### src/dba_bitmap.sv
`timescale 1ns / 1ps

// One bitmap store: synchronous RAM with a valid bit per word.
// A word that has not been written since reset or clear reads as all free.
module dba_bitmap #(
	parameter int WORDS     = 128,
	parameter int WORD_BITS = 32,
	localparam int AW       = (WORDS > 1) ? $clog2(WORDS) : 1
) (
	input  logic                 clk,
	input  logic                 arst_n,
	input  logic                 clr,
	input  logic                 rd_en,
	input  logic [AW-1:0]        rd_addr,
	output logic [WORD_BITS-1:0] rd_data,
	input  logic                 wr_en,
	input  logic [AW-1:0]        wr_addr,
	input  logic [WORD_BITS-1:0] wr_data
);

	logic [WORD_BITS-1:0] mem [WORDS];
	logic [WORD_BITS-1:0] rdata_q;
	logic [WORDS-1:0]     valid_q;
	logic                 rvalid_q;

	// Storage array, registered read
	always_ff @(posedge clk) begin
		if (wr_en) begin
			mem[wr_addr] <= wr_data;
		end
		if (rd_en) begin
			rdata_q <= mem[rd_addr];
		end
	end

	// Per-word valid bits, cleared at once by reset or clear
	always_ff @(posedge clk or negedge arst_n) begin
		if (!arst_n) begin
			valid_q  <= '0;
			rvalid_q <= 1'b0;
		end else begin
			if (clr) begin
				valid_q <= '0;
			end else if (wr_en) begin
				valid_q[wr_addr] <= 1'b1;
			end
			if (rd_en) begin
				rvalid_q <= valid_q[rd_addr];
			end
		end
	end

	assign rd_data = rvalid_q ? rdata_q : '0;

endmodule

### config.mk
export PLATFORM = sky130hd
export DESIGN_NAME = dba_bitmap
export DESIGN_NICKNAME = d
export VERILOG_FILES = /design/src/dba_bitmap.sv
export SDC_FILE = /design/constraint.sdc
export NUM_CORES = 2
export LEC_CHECK = 0
export ABC_CLOCK_PERIOD_IN_PS = 2100
export BUFFER_PORTS_ARGS = -buffer_cell sky130_fd_sc_hd__buf_2
export CAP_MARGIN = 20
export CORE_MARGIN = 4
export CORE_UTILIZATION = 30
export DETAILED_ROUTE_END_ITERATION = 10
export GPL_TIMING_DRIVEN = 0
export SKIP_CTS_REPAIR_TIMING = 1
export SLEW_MARGIN = 10
export SYNTH_ARGS = -nofsm -noshare
export SYNTH_HDL_FRONTEND = slang
export SYNTH_SLANG_ARGS = --single-unit
### constraint.sdc
create_clock -name clk -period 2.1 [get_ports clk]
set_clock_uncertainty 0.05 [all_clocks]
set_input_delay 0.63 -clock clk [delete_from_list [all_inputs] [get_ports clk]]
set_output_delay 0.63 -clock clk [all_outputs]
set_load 0.02 [all_outputs]
==> Yosys cells after proc, flatten, opt, wreduce, memory -nomap -nowiden <==
Memories as Yosys holds them, arrays and structs flattened. A register that Yosys moved wholly into a read port is not among the register bits.
Index checks and enable logic that the tools add are counted.
Widths: inputs -> output; s select.
{ "op_classes": {"magnitude_cmp": 3, "muxes": 9, "bitwise": 1, "reduce_logical": 2} }
{ "ops": {"columns": ["op", "count"], "rows": [
  ["$mux 128", 2],
  ["$or 128x128->128", 1],
  ["$mux 32", 1],
  ["$lt 7x8->1 const B", 2],
  ["$bmux 1 s7", 1],
  ["$demux 1 s7", 1],
  ["$ge 7x1->1 const B", 1],
  ["$mux 1", 4],
  ["$reduce_bool 2->1", 1],
  ["$logic_and 1x1->1", 1]
]} }
{ "word_totals": {"ff_bits": 129, "mem_bits_rw": 4096, "in_bits": 51, "output_inout_bits": 32, "word_cells": 18, "mem_count": 1} }
{ "mem_list": {"columns": ["memory", "depth", "word_bits", "rd", "rd_ports_with_merged_regs", "wr", "line_no", "rtl"], "rows": [
  ["mem", 128, 32, 1, 1, 1, "21", "logic [WORD_BITS-1:0] mem [WORDS];"]
]} }

==> Longest topological paths before layout <==
{ "logic_depth": {"word_depth": 7, "mapped_depth": 11, "depth_no_buf": 6} }

==> Least setup slack after synthesis <==
Ideal clock, no wire load.
{ "synth_timing": {"kind": "input to register", "startpoint": "in wr_addr[1]", "endpoint": "mem mem[106][0] (enable)", "setup_time_ns": 0.423, "t_arrival_ns": 3.273, "t_required_ns": 1.627, "slack_ns": -1.646, "stages": 5, "cell_sequence": "clkbuf_1 -> or3b_2 -> or2_2 -> clkbuf_1 -> nor2_1"} }
{ "synth_rtl": {"columns": ["element", "line_no", "rtl"], "rows": [
  ["start, declared", "17", "input logic [AW-1:0] wr_addr,"],
  ["end, declared", "21", null]
]} }
No word-level cell before the write port.

==> Worst setup path after layout <==
{ "layout_timing": {"startpoint": "reg rvalid_q", "endpoint": "out rd_data[17]"} }
{ "layout_via": {"elab_chain_len": 1} }
{ "layout_lines": {"columns": ["element", "line_no", "rtl"], "rows": [
  ["start, declared", "24", "logic rvalid_q;"],
  ["start signal, assigned", "48", "rvalid_q <= valid_q[rd_addr];"],
  ["$mux 32", "53", "assign rd_data = rvalid_q ? rdata_q : '0;"],
  ["end, declared", "15", "output logic [WORD_BITS-1:0] rd_data,"]
]} }
No other way between the ends.

==> out/metrics.csv <==
metric,value,unit
Overflow after GRT,0,
Die X,742,um
die area,550000,um2
clk root buf,clkbuf_16,
reg2reg end,rdata_q[19]$_DFFE_PP_,
CTS Buffer Depth,4,
Finished Core Util,36.8,%
"Async S/R FF share, synth",3.03,%
critical path's slowest cell,dfrtp_4,
sequential fraction of the synthesis area,78.7,%
HP Class,input pin to register,
number of global-route vias before repair,77100,
clock slew at reported path FFs,0.06,ns
I/O pins,83,
Post-Synthesis Cell Area,162000,um2
max frequency,0.343,GHz
"Slew Viols, Final",0,
Fin Setup TNS,-53.39,ns
CP Class,register to output pin,
actual slew at the worst max-slew pin,1.23,ns
synthesis-stage register bit count,4257,
Fillers,47700,
Leakage,61.5,nW
Final Power,178,mW
via count,78000,
Max H-tree Level,5,
die height,742,um
"EDFF count, synth",4128,
First-pass DRT Iterations,8,
Rows,269,
CTS tree,built,
layout cells sized above 1,39.1,%
Area Growth Syn to Fin,22.3,%
Syn Area/Cell,24.4,um2
Initial Util,30.1,%
DP HPWL,309000,um
largest net degree at the start of global routing,97,
met1 track demand over resource,21.3,%
Worst-Skew Late Latency,0.98,ns
DR vias/cell,5.13,
met2 Use GR,24.8,%
critical path launch point type,register,
Worst path most repeated cell,buf_12,
WP data arrival,2.24,ns
PwrDens,899,nW/um2
CP max stage delay,0.52,ns
ANT nets after route,0,
status,finished with violations,
fin crit share,139,%
ys flop type,edfxtp_1,
wire length per cell,29.7,um
# Max-Cap Violations,0,
Cell variety after synth,34,
GRT Util Overall,15.8,%
initial antenna violation count,54,
hold_ws,0.0498,ns
routed wire length,451000,um
"most common cell after layout, fill and taps aside",edfxtp_1,
crit-path cells,buf_12 > buf_12 > and2_4 > buf_6,
CP endpoint kind,output pin,
final critical-path required period,2.92,ns
Worst setup endpoint,rd_data[17],
RSZ-0062 raised after global routing,true,
CORE AREA,536000,um2
# setup viols final,541,
met3 Resource Use GR,4.10,%
CTS Sinks,4257,
failing checks,setup timing,
CTS Buf Count,422,
most frequent cells in the layout,"edfxtp_1 (4128), mux4_2 (1303), clkbuf_16 (441)",
FF-to-FF Start,mem[15][19]$_DFFE_PP_,
DR iter-0 viols,11500,
GPL Wtd Cong,0.902,
CP required,1.42,ns
Worst VDD drop,0.774,mV
critical path startpoint,rvalid_q$_DFFE_PN0P_,
first-pass GRT wire length,614000,um
Final Hold Fails,0,
FF-to-FF setup slack,-0.38,ns
Synth Net Count,6662,
Port Buf Inserts,72,
Slew HR,18.2,%
Synth Instances,6611,
CP Max Fanout,10,
DRC,0,
YS warnings,0,
GRT Max-Usage Layer,met2,
final worst slack,-0.819,ns
nets@finish,7685,
R2R cell count,4,
critical path, delay by kind of cell, from the launching register on:
family / cells / cell delay, ns
buf+inv: 3 / 0.48
flops: 1 / 0.52
simple gates: 1 / 0.24
stage by stage:
stage / setup WS, ns / std cells / area [um2]
after floorplan: -0.597 / 6611 / 163000
after global placement: -4.20 / 13900 / 172000
after detailed placement: -3.11 / 14100 / 177000
after CTS: -2.34 / 14800 / 191000
after global routing: -0.852 / 15200 / 198000
final: -0.819 / 15200 / 198000
metal layers:
metal,vias up,wire [um]
met4,22,15800
met1,42300,174000
met5,-,262
met2,4321,212000
met3,698,49600
li1,30700,-
sequential cells by signal, summed over array words and instances, names as in the netlist:
register and cells:
valid_q 128, rdata_q 32, mem 4096, rvalid_q 1
cells in the mapped netlist (7+ instances only):
cell / number / area [um2]
nor4_1: 32 / 200
edfxtp_1: 4128 / 124000
o22ai_1: 128 / 801
buf_1: 13 / 48.8
nor2_1: 386 / 1450
and2_1: 33 / 206
mux2i_1: 24 / 240
mux4_2: 1303 / 29300
dfrtp_1: 129 / 3230
clkbuf_1: 194 / 728
nor2b_1: 8 / 50.1
nand2_1: 19 / 71.3
a22oi_1: 7 / 52.6
nand3_1: 17 / 85.1
buf_2: 139 / 696
cell type report:
type / count / area (um2) / area share, %
diodes: 24 / 60.1 / 0.0304
plain buffers: 351 / 3300 / 1.67
clock buffers: 554 / 11400 / 5.75
clock inverters: 228 / 2040 / 1.03
inverters: 3 / 16.3 / 0.00823
multi-input cells: 1999 / 35500 / 18.0
flip-flops and latches: 4257 / 127000 / 64.4
well taps: 7181 / 8980 / 4.55
repair buffers: 600 / 9150 / 4.63
cell families (layout without fill, tap and decap cells):
family / count (synthesis) / after routing / synth area share (%)
buf+inv: 355 / 1736 / 0.953
compound gates: 150 / 150 / 0.603
other cells: 0 / 24 / 0
simple gates: 518 / 518 / 1.37
mux: 1331 / 1331 / 18.3
flops: 4257 / 4257 / 78.7
where the power goes:
group	total [mW]	internal [mW]	switching (mW)
Sequential	93.7	93.6	0.149
Combinational	10.5	4.09	6.41
Clock	73.4	41.7	31.6
Total	178	139	38.2
worst min-delay path by stage:
stage	from	to	slack, ns	cells after the start
6_report	wr_data[10]	mem[82][10]$_DFFE_PP_	0.05	1
5_1_grt	wr_data[30]	mem[40][30]$_DFFE_PP_	0.03	1
3_3_place_gp	valid_q[5]$_DFFE_PN0P_	valid_q[5]$_DFFE_PN0P_	0.43	2
2_1_floorplan	arst_n	rvalid_q$_DFFE_PN0P_	0.28	0
4_1_cts	arst_n	valid_q[55]$_DFFE_PN0P_	-0.53	1
3_5_place_dp	valid_q[50]$_DFFE_PN0P_	valid_q[50]$_DFFE_PN0P_	0.44	2
(Power assumes the default switching activity.)
